[src/rtl/core/tcfh_ram.sv]
// generic single-write single-read ram with registered read data
`default_nettype none

module tcfh_ram #(
   parameter int WIDTH = 32,
   parameter int DEPTH = 64,
   localparam int AW = (DEPTH > 1) ? $clog2(DEPTH) : 1
) (
   input  wire logic             clock,
   input  wire logic             wr_en,
   input  wire logic [AW-1:0]    wr_addr,
   input  wire logic [WIDTH-1:0] wr_data,
   input  wire logic             rd_en,
   input  wire logic [AW-1:0]    rd_addr,
   output logic      [WIDTH-1:0] rd_data
);

   logic [WIDTH-1:0] mem_ff [DEPTH];
   logic [WIDTH-1:0] rd_data_ff;

   always_ff @(posedge clock) begin
      if (wr_en) begin
         mem_ff[wr_addr] <= wr_data;
      end
      if (rd_en) begin
         rd_data_ff <= mem_ff[rd_addr];
      end
   end

   assign rd_data = rd_data_ff;

endmodule

`default_nettype wire

[config.mk]
export PLATFORM = sky130hd
export DESIGN_NAME = tcfh_ram
export DESIGN_NICKNAME = d
export VERILOG_FILES = /design/src/rtl/core/tcfh_ram.sv
export SDC_FILE = /design/constraint.sdc
export NUM_CORES = 2
export LEC_CHECK = 0
export BUFFER_PORTS_ARGS = -buffer_cell sky130_fd_sc_hd__buf_4
export CAP_MARGIN = 0
export CORE_UTILIZATION = 58
export DETAILED_ROUTE_END_ITERATION = 6
export GPL_TIMING_DRIVEN = 0
export PLACE_DENSITY_LB_ADDON = 0.3
export SYNTH_ARGS = -nofsm -noshare
export SYNTH_HDL_FRONTEND = slang
export SYNTH_SLANG_ARGS = --single-unit
[constraint.sdc]
create_clock -name clock -period 4.34 [get_ports clock]
set_input_delay 0.217 -clock clock [delete_from_list [all_inputs] [get_ports clock]]
set_output_delay 0.217 -clock clock [all_outputs]
set_load 0.02 [all_outputs]
-- Yosys cells after proc, flatten, opt, wreduce, memory -nomap -nowiden
Memories as Yosys holds them, arrays and structs flattened. A register that Yosys moved wholly into a read port is not among the register bits.
Cells that the tools add are included.
- input bits: 47
- memory bits (writable): 2048
- output and inout port bits: 32
- memories kept: 1
- register bits after elaboration: 0
- word-level logic and storage cells: 3
- muxes and demuxes: 2
- memory list (name ; words ; width ; rd ports ; clocked after memory_dff ; write ports ; line ; RTL):
    mem_ff ; 64 ; 32 ; 1 ; 1 ; 1 ; 18 ; logic [WIDTH-1:0] mem_ff [DEPTH];
- operators with widths (kind ; count):
    2-to-1 mux 1 bit ; 2

-- Depth between registers and ports, before layout
- depth after elaboration: 2
- gate-level depth with buffers: 10
- gate-level depth less buffers: 5

-- Least setup slack after synthesis
OpenSTA, ideal clock, no wires.
- kind: input to register
- from: input port wr_addr[3]
- to: memory mem_ff[48][0], enable pin
- required time: 3.879 ns
- cell stages on the path: 4
- path slack: 0.963 ns
- data arrival time: 2.916 ns
- buffers on the path: 1
- path through: clkbuf_1 > nor2b_1 > nand4b_1 > nor3_1
- RTL lines (what ; line ; RTL):
    from (decl) ; 11 ; input wire logic [AW-1:0] wr_addr,
    to (decl) ; 18 ;
No word-level cell before the write port.

==> results.md <==
* Post-synth EDFFs at ~2100
* Clock Latency Late Sink at approximately 0.84 ns
* Final Instance Count excl. Fillers at about 5600
* Cell variety after synth at 33
* Post-synthesis sequential area ratio at between 70 and 80%
* Final period utilization at 84.75%
* Final wirelength at roughly 240000 um
* CP Capture Type: flip-flop
* Hold Fails Final Rpt at 0
* Synthesis-stage register bit count at about 2100
* Critical path arrival at 4.20 ns
* Core ar. at between 100000 and 150000 um^2
* R2R Setup Slk at between 1 and 1.5 ns
* Final setup violating endpoints at 0
* Die Y at ~370 um
* Max cap viols at 2
* Asr flop ratio synth at 0%
* Max Root-Sink Buffers at 3
* Failing checks: design-rule violations, max-capacitance violations, max-slew violations
* Area contributors post-synth: edfxtp_1 (79%), mux4_2 (16%), mux2i_1 (1.2%)
* Routability cong. at ~0.9
* Slew headroom at -3.087%
* Max Fanout on Critical Path at 10
* Share of layout cells above drive strength 1 at roughly 28%
* TritonCTS Buffers at about 190
* PwrDens at about 450 nW/um^2
* Final Util at approximately 67%
* Row count at roughly 130
* CTS tree: yes
* Global route overflow at 0
* Clock Skew at around 0.023 ns
* Wire per inst at ~42 um
* Final Critical Period at ~3.7 ns
* Worst-path clk slew at ~0.06 ns
* Worst Setup SP: rd_addr[1]
* Worst Setup Start Kind: input port
* Ys Warns at 0
* Cells after Synth at ~3300
* Hold slack final at between 0.05 and 0.06 ns
* Peak VDD IR at around 0.00042 V
* Hold Crit Class: in -> reg
* Post-CTS sizing at 0
* First-pass DRT Iterations at 7
* Post-synth top area cell: edfxtp_1
* GRT Total Usage at a little over a third
* Fin. max-slew vios at 22
* Tot Pwr at roughly 40000 uW
* Max Freq at between 200 and 300 MHz
* Mapped Area at between 70000 and 80000 um^2
* Die area at between 100000 and 150000 um^2
* DRC at 2
* ANT nets after route at 0
* Synth Flop Type: edfxtp_1
* Hold Path Origin: wr_data[11]
* Worst r2r path cells at 4
* Vias in the first global route at 39690
* Via density at 7.237
* Area post-placement at 83940 um^2
* Worst Path Required at around 5 ns
* Most frequent cells in the layout: edfxtp_1 (2080), mux4_2 (544), clkbuf_16 (200), clkbuf_1 (126), buf_4 (95)
* Status: complete, but fails checks
* Post-DP HPWL at 147200 um
* Slew @ Worst Pin at 1.546 ns
* Via Count at 40730
* Initial Util at between 50% and 60%
* Start of the worst register-to-register path: mem_ff[14][24]$_DFFE_PP_
* First-pass GRT wire length at about 320000 um
* Clock root buffer: clkbuf_16
* Unrepaired setup endpoints after global routing: no
* CP Class: in -> reg
* H-tree levels at 4
* CP endpoint: rd_data[27]$_DFFE_PP_
* Yosys top cell area share at around four fifths
* Avg Inst Size Synth at 23.72 um^2
* Pin count of the biggest net entering global routing at 65
* Die Width at 370.7 um
* Commonest non-fill, non-tap cell in the layout: edfxtp_1
* Syn_nets at ~3400
* PortBufs at 70
* Area Overhead vs Synth at 14.19%
* Number of cells after detailed placement at approximately 5300
* # nets final at 3760
* IO Count at between 70 and 80
* Worst R2R End: rd_data[24]$_DFFE_PP_
* Sink Count at between 2000 and 2500
* Leakage at approximately 0.028 uW
* Initial drt markers at about 7700
* Initial antenna violation count at 9
* Fin area at between 90000 and 100000 um^2
==> through the flow <==
stage	setup slack, ns	setup TNS [ns]
2_1_floorplan	0.9632	0
3_3_place_gp	-3.025	-1865.33
3_5_place_dp	0.02115	0
4_1_cts	0.8444	0
5_1_grt	0.6469	0
6_report	0.6617	0
==> synthesized netlist by cell type (5+ instances only) <==
cell type and n:
edfxtp_1 2080, mux4_2 544, nor2_1 137, mux2i_1 93
o22ai_1 84, clkbuf_1 74, a21oi_1 62, buf_2 57
o221ai_1 27, nand2_1 26, buf_4 25, buf_1 21
nor2b_1 15, a22oi_1 12, a311oi_1 8, nand2b_1 8
nor3_1 7, buf_6 5, nand3_1 5, nand3b_1 5
==> logic make-up after synthesis <==
| group | count (synthesis) | synth area share, % |
|---|---|---|
| DFF | 2080 | 79.23 |
| muxes | 637 | 16.72 |
| and+or+nand+nor | 223 | 1.260 |
| AOI/OAI and AO/OA | 202 | 1.666 |
| buffers and inverters | 182 | 1.124 |
==> report_power, final <==
part	internal [uW]	switching (uW)
sequential	22300	45.0
clock	8720	7220
combinational	790	1560
==> worst min path at each step <==
| stage | to | slack [ns] | depth (start not counted) |
|---|---|---|---|
| finish | mem_ff[37][11]$_DFFE_PP_ | 0.05 | 1 |
| global route | mem_ff[0][11]$_DFFE_PP_ | 0.05 | 1 |
| CTS | mem_ff[0][11]$_DFFE_PP_ | 0.01 | 1 |
| detailed placement | rd_data[27] | 0.64 | 1 |
| global placement | rd_data[31] | 0.65 | 1 |
| floorplan | mem_ff[0][0]$_DFFE_PP_ | 0.32 | 0 |
==> metal layers <==
metal  vias up  share of wire, %  track usage (%)
li1      15080                 -                -
met5         -             0.016                0
met4         6               7.2            21.36
met1     21020                32            45.10
met3       819                15            10.32
met2      3801                46            53.51
==> sequential cells by signal (all words and copies together) (netlist names) <==
signal and cells:
mem_ff 2048, rd_data 32
==> final cells by class <==
cell class                 instances  area (um^2)
sequential                      2080        62460
fill                            8032        44100
multi-input combinational       1062        15970
clock buffer                     252         5200
timing repair buffer             194         2739
tap                             1768         2212
buffer                           182        885.9
clock inverter                    86        553.0
antenna                            4        10.01
==> critical path, cell delays in order <==
cell	delay (ns)
buf_2	0.34
clkbuf_1	0.43
clkbuf_1	1.08
mux4_2	0.43
mux4_2	0.50
o22ai_1	1.01
nor2_1	0.17
==> timing repair <==
action,4_1_cts,5_1_grt
endpoints found under the setup margin,0,0
buffers inserted,0,0
hold endpoints to repair,1660,0
hold buffers,32,0
Note: power is estimated with default switching activity, not from simulation.
