### src/rtl/core/tcfh_pkg.sv
// shared types and constants of the triangle coverage first hit unit
`default_nettype none

package tcfh_pkg;

   // field widths
   localparam int IN_W    = 11;   // vertex and offset fields at the ports
   localparam int COORD_W = 12;   // vertex with offset added
   localparam int GLYPH_W = 8;
   localparam int QUERY_W = 10;
   localparam int DIFF_W  = 13;   // coordinate differences
   localparam int PROD_W  = 26;   // one edge-function product
   localparam int EDGE_W  = 27;   // edge-function value

   // operation codes on req_operation
   localparam logic [1:0] OP_CLEAR = 2'd0;
   localparam logic [1:0] OP_LOAD  = 2'd1;
   localparam logic [1:0] OP_QUERY = 2'd2;

   localparam logic [GLYPH_W-1:0] SPACE_GLYPH = 8'd32;

   localparam logic STATUS_OK   = 1'b0;
   localparam logic STATUS_FULL = 1'b1;

   // depth of the command queue between front and back
   localparam int CMD_QUEUE_DEPTH = 2;

   typedef enum logic [1:0] {
      CMD_CLEAR,
      CMD_LOAD,
      CMD_QUERY,
      CMD_IGNORE
   } cmd_kind_type;

   typedef struct packed {
      logic [COORD_W-1:0] y;
      logic [COORD_W-1:0] x;
   } point_type;

   typedef struct packed {
      cmd_kind_type        kind;
      point_type           a;
      point_type           b;
      point_type           c;
      logic [GLYPH_W-1:0]  glyph;
      logic [QUERY_W-1:0]  qx;
      logic [QUERY_W-1:0]  qy;
   } cmd_type;

   // stored triangle words
   localparam int AB_W = 2 * $bits(point_type);
   localparam int CG_W = $bits(point_type) + GLYPH_W;

   typedef enum logic [1:0] {
      BK_IDLE,
      BK_SCAN,
      BK_REPLY
   } back_state_type;

endpackage

`default_nettype wire

### src/rtl/core/tcfh_front.sv
// front end: decodes the operation and adds the offset to each vertex
`default_nettype none

module tcfh_front (
   input  wire logic [1:0]                      req_operation,
   input  wire logic signed [tcfh_pkg::IN_W-1:0] req_ax,
   input  wire logic signed [tcfh_pkg::IN_W-1:0] req_ay,
   input  wire logic signed [tcfh_pkg::IN_W-1:0] req_bx,
   input  wire logic signed [tcfh_pkg::IN_W-1:0] req_by,
   input  wire logic signed [tcfh_pkg::IN_W-1:0] req_cx,
   input  wire logic signed [tcfh_pkg::IN_W-1:0] req_cy,
   input  wire logic signed [tcfh_pkg::IN_W-1:0] req_offset_x,
   input  wire logic signed [tcfh_pkg::IN_W-1:0] req_offset_y,
   input  wire logic [tcfh_pkg::GLYPH_W-1:0]    req_glyph,
   input  wire logic [tcfh_pkg::QUERY_W-1:0]    req_query_x,
   input  wire logic [tcfh_pkg::QUERY_W-1:0]    req_query_y,
   output tcfh_pkg::cmd_type                    cmd
);

   // 11-bit plus 11-bit signed never leaves 12 bits
   function automatic logic [tcfh_pkg::COORD_W-1:0] place(
      input logic signed [tcfh_pkg::IN_W-1:0] v,
      input logic signed [tcfh_pkg::IN_W-1:0] o
   );
      logic signed [tcfh_pkg::COORD_W-1:0] s;
      s = tcfh_pkg::COORD_W'(v) + tcfh_pkg::COORD_W'(o);
      return s;
   endfunction

   always_comb begin
      unique case (req_operation)
         tcfh_pkg::OP_CLEAR: cmd.kind = tcfh_pkg::CMD_CLEAR;
         tcfh_pkg::OP_LOAD:  cmd.kind = tcfh_pkg::CMD_LOAD;
         tcfh_pkg::OP_QUERY: cmd.kind = tcfh_pkg::CMD_QUERY;
         default:            cmd.kind = tcfh_pkg::CMD_IGNORE;
      endcase
      cmd.a.x   = place(req_ax, req_offset_x);
      cmd.a.y   = place(req_ay, req_offset_y);
      cmd.b.x   = place(req_bx, req_offset_x);
      cmd.b.y   = place(req_by, req_offset_y);
      cmd.c.x   = place(req_cx, req_offset_x);
      cmd.c.y   = place(req_cy, req_offset_y);
      cmd.glyph = req_glyph;
      cmd.qx    = req_query_x;
      cmd.qy    = req_query_y;
   end

endmodule

`default_nettype wire

### config.mk
export PLATFORM = sky130hd
export DESIGN_NAME = tcfh_front
export DESIGN_NICKNAME = d
export VERILOG_FILES = /design/src/rtl/core/tcfh_pkg.sv /design/src/rtl/core/tcfh_front.sv
export SDC_FILE = /design/constraint.sdc
export NUM_CORES = 1
export LEC_CHECK = 0
export BUFFER_PORTS_ARGS = -buffer_cell sky130_fd_sc_hd__buf_2
export CAP_MARGIN = 15
export CORE_MARGIN = 8
export CORE_UTILIZATION = 46
export DETAILED_ROUTE_END_ITERATION = 16
export PLACE_DENSITY = 0.95
export SLEW_MARGIN = 0
export SYNTH_ARGS = -nofsm -noshare
export SYNTH_HDL_FRONTEND = slang
export SYNTH_SLANG_ARGS = --single-unit
### constraint.sdc
create_clock -name vclk -period 4.9
set_input_delay 0 -clock vclk [all_inputs]
set_output_delay 0 -clock vclk [all_outputs]
set_load 0.005 [all_outputs]
# Yosys cells after proc, flatten, opt, wreduce, memory -nomap -nowiden
# Index checks and enable logic that the tools add are counted.
# classes
reduce_logical	1
muxes	1
n_eq_ne	2
n_addsub	6
# op_table
op	n
11-bit by 11-bit adder with 12-bit output	6
2-bit one-hot mux with 3 select lines	1
2-bit by 1-bit == test with 1-bit output, second input constant	1
2-bit == test, second input constant	1
2-bit zero test	1
# word_totals
elab_cells	10
output_inout_bits	102
reg_bits	0
input_bits	118

# Logic depth before layout (Yosys ltp)
# depth
word_depth	2
ltp_mapped	8
mapped_depth_nobuf	8

# Least setup slack after synthesis
# No wires, ideal clock.
# synth_path
kind	input-to-output
start	input req_bx[0] in the netlist's numbering
end	output cmd[62] in the netlist's numbering
required_time_ps	4900
path_slack_ps	3199
arrival_time_ps	1701
n_path_buf	0
cell_stages	7
cell_sequence	ha_1 > fa_1 > a211oi_2 > nor3_1 > or4_1 > a21oi_2 > xnor2_1
# synth_lines
item	line	text
start: declaration	tcfh_front.sv:8	input wire logic signed [tcfh_pkg::IN_W-1:0] req_bx,
end: declaration	tcfh_front.sv:17	output tcfh_pkg::cmd_type cmd

==> flow_metrics.tcl <==
set metrics [dict create \
    wl_mm 9.49 \
    num_antenna_cells 0 \
    start_kind "primary input" \
    place_ws_ns 2.73 \
    viasPerCell 5.72 \
    nNetsFinal 699 \
    gr-total-overflow 0 \
    hold_slack_ns 0.00000164 \
    synthesis.nets 568 \
    path_cells "buf_2, ha_1, fa_1, a211oi_2, o21ai_0, a2111oi_0, nor3_1, xor2_1, buf_2" \
    switching_power_mw 0.283 \
    max-vdd-ir-drop_mv 0.0851 \
    p_sw_share_pct 52.4 \
    finalSetupViolCount 0 \
    hp-start "req_glyph[7]" \
    nFlopsAndLatches 0 \
    holdPathEnd "cmd[27]" \
    drcViolationCount 0 \
    cts_resized 0 \
    timing.slew.headroom_pct 49.3 \
    hold_viol 0 \
    synthDistinctLibCells 32 \
    rows 29 \
    finalCriticalPeriod_ns 2.23 \
    final_common_cell "buf_2" \
    crit_top_cell "buf_2" \
    yosysWarningCount 0 \
    pwr-share-comb_pct 100.0 \
    p_leak_nw 1.86 \
    layout-drive-gt1-share_pct 33.7 \
    hp-class "in2out" \
    grt_max_degree 8 \
    synth_area_leaders "ha_1 29%, xor2_1 8.2%, xnor2_1 7.9%" \
    dp_hpwl_mm 8.57 \
    track_usage_pct 19.0 \
    ant_nets 0 \
    fin_crit_sh_pct 45.5 \
    post_cts_buffers 0 \
    synthDominantCellAreaShare_pct 28.7 \
    hold_buffers 0 \
    n_clock_buffer 0 \
    cp.required_ns 4.90 \
    avgSynthCellArea_um2 7.62 \
    p_int_mw 0.257 \
    p_per_area_mw_per_mm2 152 \
    slew_violations 0 \
    slowest_delay_ns 0.53 \
    tns_ns 0 \
    rsz0062_at_grt "no" \
    synth_top_area_cell "ha_1" \
    crit_type "in2out" \
    finalWorstSetupSlack_ns 2.67 \
    antenna_found_initial 0 \
    seq_power_share_pct 0 \
    die_area_mm2 0.00905 \
    synthesis.area_mm2 0.00288 \
    start_util_pct 46.4 \
    fmax_ghz 0.448 \
    layoutNonFillerInstCount 584 \
    cp.arrival_ns 2.23 \
    regArea_um2 0 \
    dr_total_vias 3339 \
    critPathMaxFanout 3 \
    fp.coreArea_mm2 0.00620 \
    die_w_um 95.1 \
    firstDrtPassIters 4 \
    grt_first_pass_wirelength_mm 14.6 \
    hold_path_depth 0 \
    drt_iter0_drc 99 \
    dp_cells 584 \
    gp_congestion 0.936 \
    drv_cap 0 \
    end_kind "output pin" \
    crit_path_top_delay_cell "a2111oi_0" \
    grt_pass1_vias 3371 \
    die_h_um 95.1 \
    max_slew.worst_pin.slew_ns 0.741 \
    synthToLayoutAreaGrowth_pct 23.5 \
    final_cell_mix "160 x buf_2, 66 x ha_1, 29 x a21oi_1" \
    clkPwrFrac_pct 0 \
    synth_cells 378 \
    run_status "finished clean" \
    io_buffer_count 160 \
    seq_area_frac_synth_pct 0 \
    io_pins 220 \
    wl_per_cell_um 16.3 \
]
## kinds of logic after synthesis
logic type / Yosys count / share of synthesized area (%)
AO/OA/AOI/OAI: 110 / 25.4
XOR/XNOR: 53 / 16.1
adder cells (fa/ha/maj): 72 / 32.9
buffers and inverters: 56 / 11.0
multiplexers: 3 / 1.04
AND/OR/NAND/NOR: 84 / 13.6
## cells in the mapped netlist, drive strengths merged
| library cell | count |
|---|---|
| nor3 | 9 |
| o22ai | 6 |
| and4 | 3 |
| inv | 25 |
| a2111oi | 6 |
| a31o | 5 |
| nor2 | 22 |
| nor2b | 5 |
| o2bb2ai | 3 |
| nand4 | 3 |
| xnor2 | 26 |
| o31a | 1 |
| o2111ai | 4 |
| o21a | 4 |
| o21ai | 15 |
| a21o | 8 |
| ha | 66 |
| o211ai | 3 |
| fa | 6 |
| o31ai | 3 |
| buf | 28 |
| a211oi | 5 |
| xor2 | 27 |
| nand3 | 15 |
| a21oi | 32 |
| a31oi | 15 |
| or4 | 3 |
| nand2 | 24 |
| mux2i | 3 |
| clkbuf | 3 |
## how the worst max path moves through the flow
stage	start	endpoint	slack [ns]	depth (start not counted)
floorplan	req_bx[0]	cmd[62]	3.20	7
global placement	req_offset_y[0]	cmd[98]	2.84	9
detailed placement	req_offset_y[0]	cmd[72]	2.73	9
CTS	req_offset_y[0]	cmd[72]	2.72	9
global route	req_offset_y[0]	cmd[96]	2.53	9
finish	req_offset_y[0]	cmd[72]	2.67	9
## layer usage
metal  track usage [%]  up-vias  routed length (µm)  share of wire [%]
met4              9.36        0                 450                4.7
met1              19.5     1498                3390                 36
li1                  -     1645                   -                  -
met2              35.9      150                4890                 52
met3              3.70       46                 756                8.0
met5                 0        -                   0                  0
## layout make-up
type               count  area (µm²)
fillers              574        2650
multi-input cells    322        2560
repair buffers       160         801
well taps             77        96.3
inverters             25        93.8
## per-stage QoR
stage	power, mW	cell area [µm²]	util (%)
floorplan	0.336	2880	-
finish	0.539	3550	57.3
detailed placement	0.539	3550	57.3
CTS	0.542	3550	57.3
global placement	0.519	3550	57.3
global route	0.600	3550	57.3
## power by group through the flow
| stage | sequential (mW) | clock [mW] | combinational, mW |
|---|---|---|---|
| 2_1_floorplan | 0 | 0 | 0.336 |
| 3_3_place_gp | 0 | 0 | 0.519 |
| 3_5_place_dp | 0 | 0 | 0.539 |
| 4_1_cts | 0 | 0 | 0.542 |
| 5_1_grt | 0 | 0 | 0.600 |
| 6_report | 0 | 0 | 0.539 |
## worst max-delay path: cells and delay by family
kind | cells | cell delay (ns)
adders and majority gates | 2 | 0.66
buffers and inverters | 2 | 0.26
and+or+nand+nor | 1 | 0.15
AOI/OAI and AO/OA | 3 | 1.00
xor gates and xnor gates | 1 | 0.16
Power figures use the tool's default switching activity.
