--- src/rtl/core/tcfh_pkg.sv ---
// shared types and constants of the triangle coverage first hit unit
`default_nettype none

package tcfh_pkg;

   // field widths
   localparam int IN_W    = 11;   // vertex and offset fields at the ports
   localparam int COORD_W = 12;   // vertex with offset added
   localparam int GLYPH_W = 8;
   localparam int QUERY_W = 10;
   localparam int DIFF_W  = 13;   // coordinate differences
   localparam int PROD_W  = 26;   // one edge-function product
   localparam int EDGE_W  = 27;   // edge-function value

   // operation codes on req_operation
   localparam logic [1:0] OP_CLEAR = 2'd0;
   localparam logic [1:0] OP_LOAD  = 2'd1;
   localparam logic [1:0] OP_QUERY = 2'd2;

   localparam logic [GLYPH_W-1:0] SPACE_GLYPH = 8'd32;

   localparam logic STATUS_OK   = 1'b0;
   localparam logic STATUS_FULL = 1'b1;

   // depth of the command queue between front and back
   localparam int CMD_QUEUE_DEPTH = 2;

   typedef enum logic [1:0] {
      CMD_CLEAR,
      CMD_LOAD,
      CMD_QUERY,
      CMD_IGNORE
   } cmd_kind_type;

   typedef struct packed {
      logic [COORD_W-1:0] y;
      logic [COORD_W-1:0] x;
   } point_type;

   typedef struct packed {
      cmd_kind_type        kind;
      point_type           a;
      point_type           b;
      point_type           c;
      logic [GLYPH_W-1:0]  glyph;
      logic [QUERY_W-1:0]  qx;
      logic [QUERY_W-1:0]  qy;
   } cmd_type;

   // stored triangle words
   localparam int AB_W = 2 * $bits(point_type);
   localparam int CG_W = $bits(point_type) + GLYPH_W;

   typedef enum logic [1:0] {
      BK_IDLE,
      BK_SCAN,
      BK_REPLY
   } back_state_type;

endpackage

`default_nettype wire

--- src/rtl/core/tcfh_back.sv ---
// back end: table update, first-hit scan pipeline and result register
`default_nettype none

module tcfh_back #(
   parameter int MAX_TRIANGLES = 64,
   localparam int IDX_W = (MAX_TRIANGLES > 1) ? $clog2(MAX_TRIANGLES) : 1,
   localparam int CNT_W = $clog2(MAX_TRIANGLES + 1)
) (
   input  wire logic                          clock,
   input  wire logic                          reset,
   // command queue side
   input  wire logic                          cmd_valid,
   input  wire tcfh_pkg::cmd_type             cmd,
   output logic                               cmd_pop,
   // triangle memories
   output logic                               tab_we,
   output logic [IDX_W-1:0]                   tab_waddr,
   output logic [tcfh_pkg::AB_W-1:0]          tab_wdata_ab,
   output logic [tcfh_pkg::CG_W-1:0]          tab_wdata_cg,
   output logic                               tab_re,
   output logic [IDX_W-1:0]                   tab_raddr,
   input  wire logic [tcfh_pkg::AB_W-1:0]     tab_rdata_ab,
   input  wire logic [tcfh_pkg::CG_W-1:0]     tab_rdata_cg,
   // result side
   output logic                               rsp_empty,
   input  wire logic                          rsp_pop,
   output logic [tcfh_pkg::GLYPH_W-1:0]       rsp_pixel_glyph,
   output logic                               rsp_covered,
   output logic                               rsp_status
);

   localparam int DW = tcfh_pkg::DIFF_W;
   localparam int PW = tcfh_pkg::PROD_W;
   localparam int EW = tcfh_pkg::EDGE_W;
   localparam int GW = tcfh_pkg::GLYPH_W;

   tcfh_pkg::back_state_type state_ff, state_in;

   logic [CNT_W-1:0] count_ff, count_in;
   logic [CNT_W-1:0] issue_ff, issue_in;
   logic [tcfh_pkg::QUERY_W-1:0] qx_ff, qy_ff;
   logic             found_ff, found_in;
   logic [GW-1:0]    found_glyph_ff;

   logic rsp_valid_ff, rsp_valid_in;
   logic [GW-1:0] rsp_glyph_ff;
   logic rsp_covered_ff, rsp_status_ff;

   logic out_free, table_full, keep;
   logic start_scan, simple_reply, scan_reply, issue_en;
   logic hit_now, miss_done, covers;

   // pipeline valids
   logic s1_v_ff, s2_v_ff, s3_v_ff;

   // stage 2: differences
   logic signed [DW-1:0] dxab_ff, dyab_ff, dxbc_ff, dybc_ff, dxca_ff, dyca_ff;
   logic signed [DW-1:0] pxa_ff, pya_ff, pxb_ff, pyb_ff, pxc_ff, pyc_ff;
   logic signed [DW-1:0] cxa_ff, cya_ff;
   logic [GW-1:0]        s2_glyph_ff;

   // stage 3: products
   logic signed [PW-1:0] p0a_ff, p0b_ff, p1a_ff, p1b_ff, p2a_ff, p2b_ff;
   logic signed [PW-1:0] ara_ff, arb_ff;
   logic [GW-1:0]        s3_glyph_ff;

   tcfh_pkg::point_type  ra, rb, rc;
   logic signed [DW-1:0] ax, ay, bx, by, cx, cy, px, py;
   logic signed [EW-1:0] e0, e1, e2, area;

   assign out_free   = !rsp_valid_ff || rsp_pop;
   assign table_full = (count_ff >= CNT_W'(MAX_TRIANGLES));
   assign keep       = (state_ff == tcfh_pkg::BK_SCAN) && !hit_now;

   // ---------------- control
   always_comb begin
      state_in = state_ff;
      unique case (state_ff)
         tcfh_pkg::BK_IDLE: begin
            if (cmd_valid && cmd.kind == tcfh_pkg::CMD_QUERY) begin
               state_in = tcfh_pkg::BK_SCAN;
            end
         end
         tcfh_pkg::BK_SCAN: begin
            if (hit_now || miss_done) begin
               state_in = tcfh_pkg::BK_REPLY;
            end
         end
         tcfh_pkg::BK_REPLY: begin
            if (out_free) begin
               state_in = tcfh_pkg::BK_IDLE;
            end
         end
         default: state_in = tcfh_pkg::BK_IDLE;
      endcase
   end

   always_comb begin
      cmd_pop      = 1'b0;
      start_scan   = 1'b0;
      simple_reply = 1'b0;
      scan_reply   = 1'b0;
      issue_en     = 1'b0;
      unique case (state_ff)
         tcfh_pkg::BK_IDLE: begin
            if (cmd_valid) begin
               if (cmd.kind == tcfh_pkg::CMD_QUERY) begin
                  cmd_pop    = 1'b1;
                  start_scan = 1'b1;
               end else if (out_free) begin
                  cmd_pop      = 1'b1;
                  simple_reply = 1'b1;
               end
            end
         end
         tcfh_pkg::BK_SCAN: begin
            issue_en = !hit_now && (issue_ff < count_ff);
         end
         tcfh_pkg::BK_REPLY: begin
            scan_reply = out_free;
         end
         default: begin
            cmd_pop = 1'b0;
         end
      endcase
   end

   assign miss_done = (state_ff == tcfh_pkg::BK_SCAN) && (issue_ff == count_ff) &&
                      !s1_v_ff && !s2_v_ff && !s3_v_ff;

   // ---------------- table write
   assign tab_we       = simple_reply && (cmd.kind == tcfh_pkg::CMD_LOAD) && !table_full;
   assign tab_waddr    = count_ff[IDX_W-1:0];
   assign tab_wdata_ab = {cmd.b, cmd.a};
   assign tab_wdata_cg = {cmd.glyph, cmd.c};
   assign tab_re       = issue_en;
   assign tab_raddr    = issue_ff[IDX_W-1:0];

   always_comb begin
      count_in = count_ff;
      if (simple_reply && cmd.kind == tcfh_pkg::CMD_CLEAR) begin
         count_in = '0;
      end else if (tab_we) begin
         count_in = count_ff + 1'b1;
      end
      issue_in = issue_ff;
      if (start_scan) begin
         issue_in = '0;
      end else if (issue_en) begin
         issue_in = issue_ff + 1'b1;
      end
      found_in = found_ff;
      if (start_scan) begin
         found_in = 1'b0;
      end else if (hit_now) begin
         found_in = 1'b1;
      end
      rsp_valid_in = rsp_valid_ff;
      if (simple_reply || scan_reply) begin
         rsp_valid_in = 1'b1;
      end else if (rsp_pop) begin
         rsp_valid_in = 1'b0;
      end
   end

   always_ff @(posedge clock) begin
      if (reset) begin
         state_ff     <= tcfh_pkg::BK_IDLE;
         count_ff     <= '0;
         issue_ff     <= '0;
         found_ff     <= 1'b0;
         rsp_valid_ff <= 1'b0;
         s1_v_ff      <= 1'b0;
         s2_v_ff      <= 1'b0;
         s3_v_ff      <= 1'b0;
      end else begin
         state_ff     <= state_in;
         count_ff     <= count_in;
         issue_ff     <= issue_in;
         found_ff     <= found_in;
         rsp_valid_ff <= rsp_valid_in;
         s1_v_ff      <= issue_en;
         s2_v_ff      <= s1_v_ff && keep;
         s3_v_ff      <= s2_v_ff && keep;
      end
   end

   // ---------------- scan pipeline
   assign ra = tab_rdata_ab[$bits(tcfh_pkg::point_type)-1:0];
   assign rb = tab_rdata_ab[tcfh_pkg::AB_W-1:$bits(tcfh_pkg::point_type)];
   assign rc = tab_rdata_cg[$bits(tcfh_pkg::point_type)-1:0];

   assign ax = DW'($signed(ra.x));
   assign ay = DW'($signed(ra.y));
   assign bx = DW'($signed(rb.x));
   assign by = DW'($signed(rb.y));
   assign cx = DW'($signed(rc.x));
   assign cy = DW'($signed(rc.y));
   assign px = $signed({{(DW - tcfh_pkg::QUERY_W){1'b0}}, qx_ff});
   assign py = $signed({{(DW - tcfh_pkg::QUERY_W){1'b0}}, qy_ff});

   always_ff @(posedge clock) begin
      if (start_scan) begin
         qx_ff <= cmd.qx;
         qy_ff <= cmd.qy;
      end
      if (hit_now) begin
         found_glyph_ff <= s3_glyph_ff;
      end
      // differences
      dxab_ff     <= bx - ax;
      dyab_ff     <= by - ay;
      dxbc_ff     <= cx - bx;
      dybc_ff     <= cy - by;
      dxca_ff     <= ax - cx;
      dyca_ff     <= ay - cy;
      pxa_ff      <= px - ax;
      pya_ff      <= py - ay;
      pxb_ff      <= px - bx;
      pyb_ff      <= py - by;
      pxc_ff      <= px - cx;
      pyc_ff      <= py - cy;
      cxa_ff      <= cx - ax;
      cya_ff      <= cy - ay;
      s2_glyph_ff <= tab_rdata_cg[tcfh_pkg::CG_W-1:$bits(tcfh_pkg::point_type)];
      // products
      p0a_ff      <= dxab_ff * pya_ff;
      p0b_ff      <= dyab_ff * pxa_ff;
      p1a_ff      <= dxbc_ff * pyb_ff;
      p1b_ff      <= dybc_ff * pxb_ff;
      p2a_ff      <= dxca_ff * pyc_ff;
      p2b_ff      <= dyca_ff * pxc_ff;
      ara_ff      <= dxab_ff * cya_ff;
      arb_ff      <= dyab_ff * cxa_ff;
      s3_glyph_ff <= s2_glyph_ff;
   end

   // edge functions and the inside test, edges included
   assign e0   = EW'(p0a_ff) - EW'(p0b_ff);
   assign e1   = EW'(p1a_ff) - EW'(p1b_ff);
   assign e2   = EW'(p2a_ff) - EW'(p2b_ff);
   assign area = EW'(ara_ff) - EW'(arb_ff);

   assign covers = ((area > 0) && (e0 >= 0) && (e1 >= 0) && (e2 >= 0)) ||
                   ((area < 0) && (e0 <= 0) && (e1 <= 0) && (e2 <= 0));
   assign hit_now = s3_v_ff && (state_ff == tcfh_pkg::BK_SCAN) && covers;

   // ---------------- result register
   always_ff @(posedge clock) begin
      if (simple_reply) begin
         rsp_glyph_ff   <= tcfh_pkg::SPACE_GLYPH;
         rsp_covered_ff <= 1'b0;
         rsp_status_ff  <= (cmd.kind == tcfh_pkg::CMD_LOAD && table_full) ?
                           tcfh_pkg::STATUS_FULL : tcfh_pkg::STATUS_OK;
      end else if (scan_reply) begin
         rsp_glyph_ff   <= found_ff ? found_glyph_ff : tcfh_pkg::SPACE_GLYPH;
         rsp_covered_ff <= found_ff;
         rsp_status_ff  <= tcfh_pkg::STATUS_OK;
      end
   end

   assign rsp_empty       = !rsp_valid_ff;
   assign rsp_pixel_glyph = rsp_glyph_ff;
   assign rsp_covered     = rsp_covered_ff;
   assign rsp_status      = rsp_status_ff;

   // ---------------- checks
   a_count_bounded: assert property (@(posedge clock) disable iff (reset)
      count_ff <= CNT_W'(MAX_TRIANGLES))
      else $error("triangle count beyond table depth");

   a_read_in_range: assert property (@(posedge clock) disable iff (reset)
      tab_re |-> (state_ff == tcfh_pkg::BK_SCAN) && (issue_ff < count_ff))
      else $error("table read outside the filled entries");

   a_full_load_holds: assert property (@(posedge clock) disable iff (reset)
      (simple_reply && cmd.kind == tcfh_pkg::CMD_LOAD && table_full) |=>
      ($stable(count_ff) && rsp_status_ff == tcfh_pkg::STATUS_FULL))
      else $error("load into full table changed the table");

   a_hit_replies: assert property (@(posedge clock) disable iff (reset)
      hit_now |=> (state_ff == tcfh_pkg::BK_REPLY) && found_ff && !s1_v_ff && !s3_v_ff)
      else $error("hit did not end the scan");

endmodule

`default_nettype wire

--- config.mk ---
export PLATFORM = sky130hd
export DESIGN_NAME = tcfh_back
export DESIGN_NICKNAME = d
export VERILOG_FILES = /design/src/rtl/core/tcfh_pkg.sv /design/src/rtl/core/tcfh_back.sv
export SDC_FILE = /design/constraint.sdc
export NUM_CORES = 2
export LEC_CHECK = 0
export BUFFER_PORTS_ARGS = -buffer_cell sky130_fd_sc_hd__buf_4
export CAP_MARGIN = 20
export CORE_UTILIZATION = 45
export CTS_CLUSTER_SIZE = 16
export DETAILED_ROUTE_END_ITERATION = 10
export GPL_TIMING_DRIVEN = 1
export RECOVER_POWER = 50
export SYNTH_ARGS = -nofsm -noshare
export SYNTH_HDL_FRONTEND = slang
export SYNTH_SLANG_ARGS = --single-unit
--- constraint.sdc ---
create_clock -name clock -period 16.2 [get_ports clock]
set_clock_uncertainty 0.2 [all_clocks]
set_input_delay 0 -clock clock [delete_from_list [all_inputs] [get_ports clock]]
set_output_delay 0 -clock clock [all_outputs]
set_load 0.05 [all_outputs]
-- After elaboration in Yosys (flattened, before gate mapping)
Index checks and enable logic that the tools add are counted.
- multiply operators: 8
- magnitude comparators: 10
- $add $sub $neg: 20
- mux-type cells: 22
- eq/ne operators: 8
- reduce and logical (&&, ||, !) cells: 38
- operators by type and width (operator ; count):
    $mul 13x13->26 ; 8
    $sub 26x26->27 ; 4
    $sub 12x12->13 ; 8
    $ge 27x1->1 const B ; 3
    $le 27x1->1 const B ; 3
    $sub 11x12->13 ; 6
    $gt 27x1->1 const B ; 1
    $lt 27x1->1 const B ; 1
    $logic_and 1x1->1 ; 21
    $mux 1 ; 17
    $add 7x1->7 const B ; 2
    $mux 8 ; 1
    $eq 7x7->1 ; 1
    $ge 7x7->1 const B ; 1
    $lt 7x7->1 ; 1
    $logic_not 1->1 ; 6
    $mux 2 ; 3
    $ne 2x2->1 const B ; 3
    $pmux 2 s3 ; 1
    $eq 2x1->1 const B ; 2
    $eq 2x2->1 const B ; 2
    $logic_not 2->1 ; 2
    $logic_or 1x1->1 ; 4
    $reduce_bool 2->1 ; 2
    2 further kinds ; 3
- word-level logic and storage cells: 144
- output and inout port bits: 106
- bits in registers: 465

-- Logic depth before layout (Yosys ltp)
- depth in word-level cells: 10
- depth in mapped cells: 28
- depth with buffers taken out: 27

-- Least setup slack after synthesis
No wires, ideal clock.
- kind: register to register
- from: reg pya_ff[1]
- to: reg p0a_ff[25]
- required time: 15.928 ns
- clock period less this slack: 6.200 ns
- arrival: 5.928 ns
- stages on the path, launching flop included: 26
- setup slack: 10.000 ns
- cell sequence: dfxtp_1 -> clkbuf_1 -> and2_1 -> fa_1 -> inv_1 -> fa_1 -> inv_1 -> fa_1 -> inv_1 -> fa_1 -> inv_1 -> fa_1 -> ha_1 -> ha_1 -> o21ai_0 -> a21boi_0 -> o21ai_0 -> a21boi_0 -> o21ai_0 -> nand2b_1 -> a211oi_1 -> o31ai_1 -> or4_1 -> a31o_2 -> a21oi_1 -> xnor2_1
- longest elaborated chain between the ends: 1
- RTL lines (what ; RTL line ; RTL):
    start, declared ; tcfh_back.sv:58 ; logic signed [DW-1:0] pxa_ff, pya_ff, pxb_ff, pyb_ff, pxc_ff, pyc_ff;
    start signal, assigned ; tcfh_back.sv:218 ; pya_ff <= py - ay;
    $mul 13x13->26 ; tcfh_back.sv:227 ; p0a_ff <= dxab_ff * pya_ff;
    end signal, assigned ; tcfh_back.sv:227 ;
    end, declared ; tcfh_back.sv:63 ; logic signed [PW-1:0] p0a_ff, p0b_ff, p1a_ff, p1b_ff, p2a_ff, p2b_ff;
Every way passes these cells.
A chain may end at the register's enable or synchronous reset.

-- Worst setup path after layout
- from: reg dyca_ff[0]
- to: reg p2b_ff[25]
- longest elaborated chain between the ends: 1
- RTL lines (what ; RTL line ; RTL):
    start, declared ; tcfh_back.sv:57 ; logic signed [DW-1:0] dxab_ff, dyab_ff, dxbc_ff, dybc_ff, dxca_ff, dyca_ff;
    start signal, assigned ; tcfh_back.sv:216 ; dyca_ff <= ay - cy;
    $mul 13x13->26 ; tcfh_back.sv:232 ; p2b_ff <= dyca_ff * pxc_ff;
    end signal, assigned ; tcfh_back.sv:232 ;
    end, declared ; tcfh_back.sv:63 ;
Every way passes these cells.

==> flow_summary_export.csv <==
group,metric,value,unit
die,io_pins,292,
cells_and_area,utilization,0.4971,
yosys,syn-num-nets,10310,
sta,period_share,0.4547,
sta,finalSetupViolCount,0,
sta,fin_tns_setup,0,ns
cells_and_area,area_delta_synth_final,9.738,%
cells_and_area,layout_common_cells,"1675 x inv_1, 1311 x fa_1, 806 x ha_1",
cells_and_area,finalNetCount,10480,
sta,tightest_slew,2.614,ns
setup_path,regToRegSetupSlack,8.83,ns
setup_path,critPathKind,"flip-flop to flip-flop",
global_routing,grt-ovfl-total,0,
sta,worst_slew_margin_rel,-0.7429,
global_routing,grt_usage,0.2428,
clock_tree,numClockSinks,463,
sta,period_minus_slack,7.365,ns
status,status,"finished, violations left",
route,wire_per_inst,18.70,um
die,core-area,162600,sq um
yosys,synth_async_sr_flop_share,0,
setup_path,crit_cells,27,
hold_path,holdPathStages,4,
global_routing,grt_pass1_vias,57270,
cells_and_area,drive_gt1_frac,0.03305,
setup_path,crit_start,"dyca_ff[0]",
yosys,ys_seq_elements,463,
route,drtIter0Drc,2805,
sta,clock.fmax,0.1358,GHz
die,die-area,165300,sq um
place,place_ws,9.302,ns
yosys,avgSynthCellArea,9.196,sq um
yosys,synth_ff_type,"dfxtp_1",
route,drc,0,
hold_path,hold_class,"input pin to flip-flop",
cells_and_area,multiInputGateArea,56210,sq um
global_routing,grt_pass1_wl,312.1,mm
clock_tree,cts_tree,"yes",
clock_tree,numCtsBuffers,58,
setup_path,r2r-start,"dyca_ff[0]",
route,antenna_left,0,
yosys,synth_warnings,0,
setup_path,path_buf_inv,5,
setup_path,critical_path.max_stage_delay,1.36,ns
cells_and_area,fill_cells,15370,
clock_tree,clk_latency,0.67,ns
clock_tree,cts_max_level,2,
yosys,synth_edf_count,29,
setup_path,arrival,7.73,ns
sta,final.setup.worst_slack,8.835,ns
global_routing,grt_start_max_net_pins,27,
setup_path,reg2reg_depth,27,
cells_and_area,final_common_cell,"inv_1",
place,dp_hpwl,161.2,mm
yosys,ys_types,94,
die,fp.dieH,406.6,um
setup_path,crit_fanout,26,
die,start_util,0.4530,
status,violations,"max-capacitance violations, max-slew violations",
setup_path,cpLargestDelayFamily,"adder cells",
route,post_drt_via_cell_ratio,5.115,
setup_path,critPathSlowestCell,"clkbuf_1",
global_routing,antenna_found_initial,14,
route,drt-total-wl,194.7,mm
yosys,ys_seq_area_frac,0.1298,
setup_path,startpoint_type,"flip-flop",
clock_tree,clkTransAtPathRegs,0.06,ns
die,row_count,148,
yosys,synth_area,73650,sq um
sta,grt_setup_unrepaired,"no",
flow_run,drv_cap,2,
clock_tree,clockBufferDepth,3,
yosys,synth_cells,8009,
place,portBuffers,131,
route,dr.pass1.iters,6,
setup_path,endpoint_kind,"flip-flop",
sta,drv_slew,52,
place,gp_congestion,0.9125,
die,dieWidth,406.6,um
setup_path,r2r-end,"p2b_ff[25]",
cells_and_area,seqCellArea,9559,sq um
setup_path,crit_path_end,"p2b_ff[25]",
sta,final-hold-violation-count,0,
clock_tree,cts_root_buf,"clkbuf_16",
route,dr_total_vias,53250,
setup_path,required,16.57,ns
[cell type report]
type | instances | area share
clock inverters | 38 | 0.005666
multi-input cells | 5538 | 0.6955
well taps | 2175 | 0.03367
repair buffers | 438 | 0.04867
flip-flops and latches | 463 | 0.1183
inverters | 1681 | 0.07807
diodes | 5 | 0.0001548
clock buffers | 72 | 0.02000
[sequential cells by signal, summed over array words and instances, names as in the netlist, 26 cells and up]
register,cells
ara_ff,26
arb_ff,26
p0a_ff,26
p0b_ff,26
p1a_ff,26
p1b_ff,26
p2a_ff,26
p2b_ff,26
[metal layers]
| layer | up-vias | share of wire | GRT usage |
|---|---|---|---|
| met5 | - | 0.00015 | 0 |
| met4 | 4 | 0.042 | 0.09300 |
| met3 | 299 | 0.048 | 0.03133 |
| met2 | 1259 | 0.48 | 0.4134 |
| met1 | 26780 | 0.43 | 0.3133 |
| li1 | 24900 | - | - |
[kinds of logic (layout without fill, tap and decap cells)]
family | after synthesis | count (layout) | synth area share
fa+ha+maj | 2117 | 2117 | 0.4933
flops | 463 | 463 | 0.1298
xor+xnor | 344 | 344 | 0.04091
other cells | 0 | 5 | 0
mux | 31 | 31 | 0.004400
buf+inv | 2008 | 2229 | 0.1071
compound gates | 854 | 854 | 0.07621
simple gates | 2192 | 2192 | 0.1483
[worst min-delay path by stage]
stage                                 from         endpoint  slack [ns]
after CTS                            reset          s2_v_ff       0.004
after floorplan           tab_rdata_cg[24]   s2_glyph_ff[0]       -0.17
after global placement             cmd[76]  tab_wdata_ab[0]       -0.20
after global routing      tab_rdata_ab[34]       pxb_ff[11]        0.04
final                                reset          s2_v_ff        0.05
after detailed placement           cmd[76]  tab_wdata_ab[0]       -0.20
[worst min-delay path, stage by stage]
cell	delay, ns
dlygate4sd3_1	0.52
buf_4	0.12
nor2_1	0.05
and3_1	0.17
[per-stage QoR]
| step | area (sq um) | std cells | hold slack, ns |
|---|---|---|---|
| after floorplan | 73650 | 8009 | -0.1723 |
| after detailed placement | 75980 | 10010 | -0.1997 |
| after global routing | 80810 | 10410 | 0.04315 |
| final | 80820 | 10410 | 0.04980 |
| after global placement | 75920 | 10010 | -0.1997 |
| after CTS | 80890 | 10400 | 0.004409 |
[repair_timing]
item | CTS | global route
gates resized for setup | 0 | 0
buffers inserted | 0 | 0
setup endpoints to repair | 0 | 0
hold buffers | 283 | 0
endpoints found under the hold margin | 330 | 0
[synth_stat cells, types with 9 or more instances]
library cell	instances	area share
a211oi_1	39	0.0040
a21boi_0	32	0.0033
a21o_1	162	0.017
a21oi_1	197	0.013
a31o_2	9	0.0011
a31oi_1	32	0.0027
and2_1	613	0.052
and3_1	34	0.0029
buf_4	92	0.0094
clkbuf_1	229	0.012
dfxtp_1	434	0.12
edfxtp_1	29	0.012
fa_1	1311	0.36
ha_1	806	0.14
inv_1	1675	0.085
mux2_2	10	0.0015
mux2i_1	20	0.0027
nand2_1	803	0.041
nand2b_1	99	0.0084
nand3_1	74	0.0050
nand3b_1	10	0.0010
nand4_1	24	0.0020
nor2_1	311	0.016
nor2b_1	65	0.0055
nor3_1	63	0.0043
nor3b_1	11	0.0011
nor4_1	10	0.00085
o211ai_1	19	0.0019
o21a_1	35	0.0036
o21ai_0	198	0.013
o21bai_1	11	0.0011
o31ai_1	9	0.00092
or2_2	12	0.0010
or3_1	17	0.0014
or4_1	11	0.0011
xnor2_1	239	0.028
xor2_1	105	0.012
Power is not shown: default switching activity piles up to over one toggle a cycle in this logic, so the estimate is an artifact.
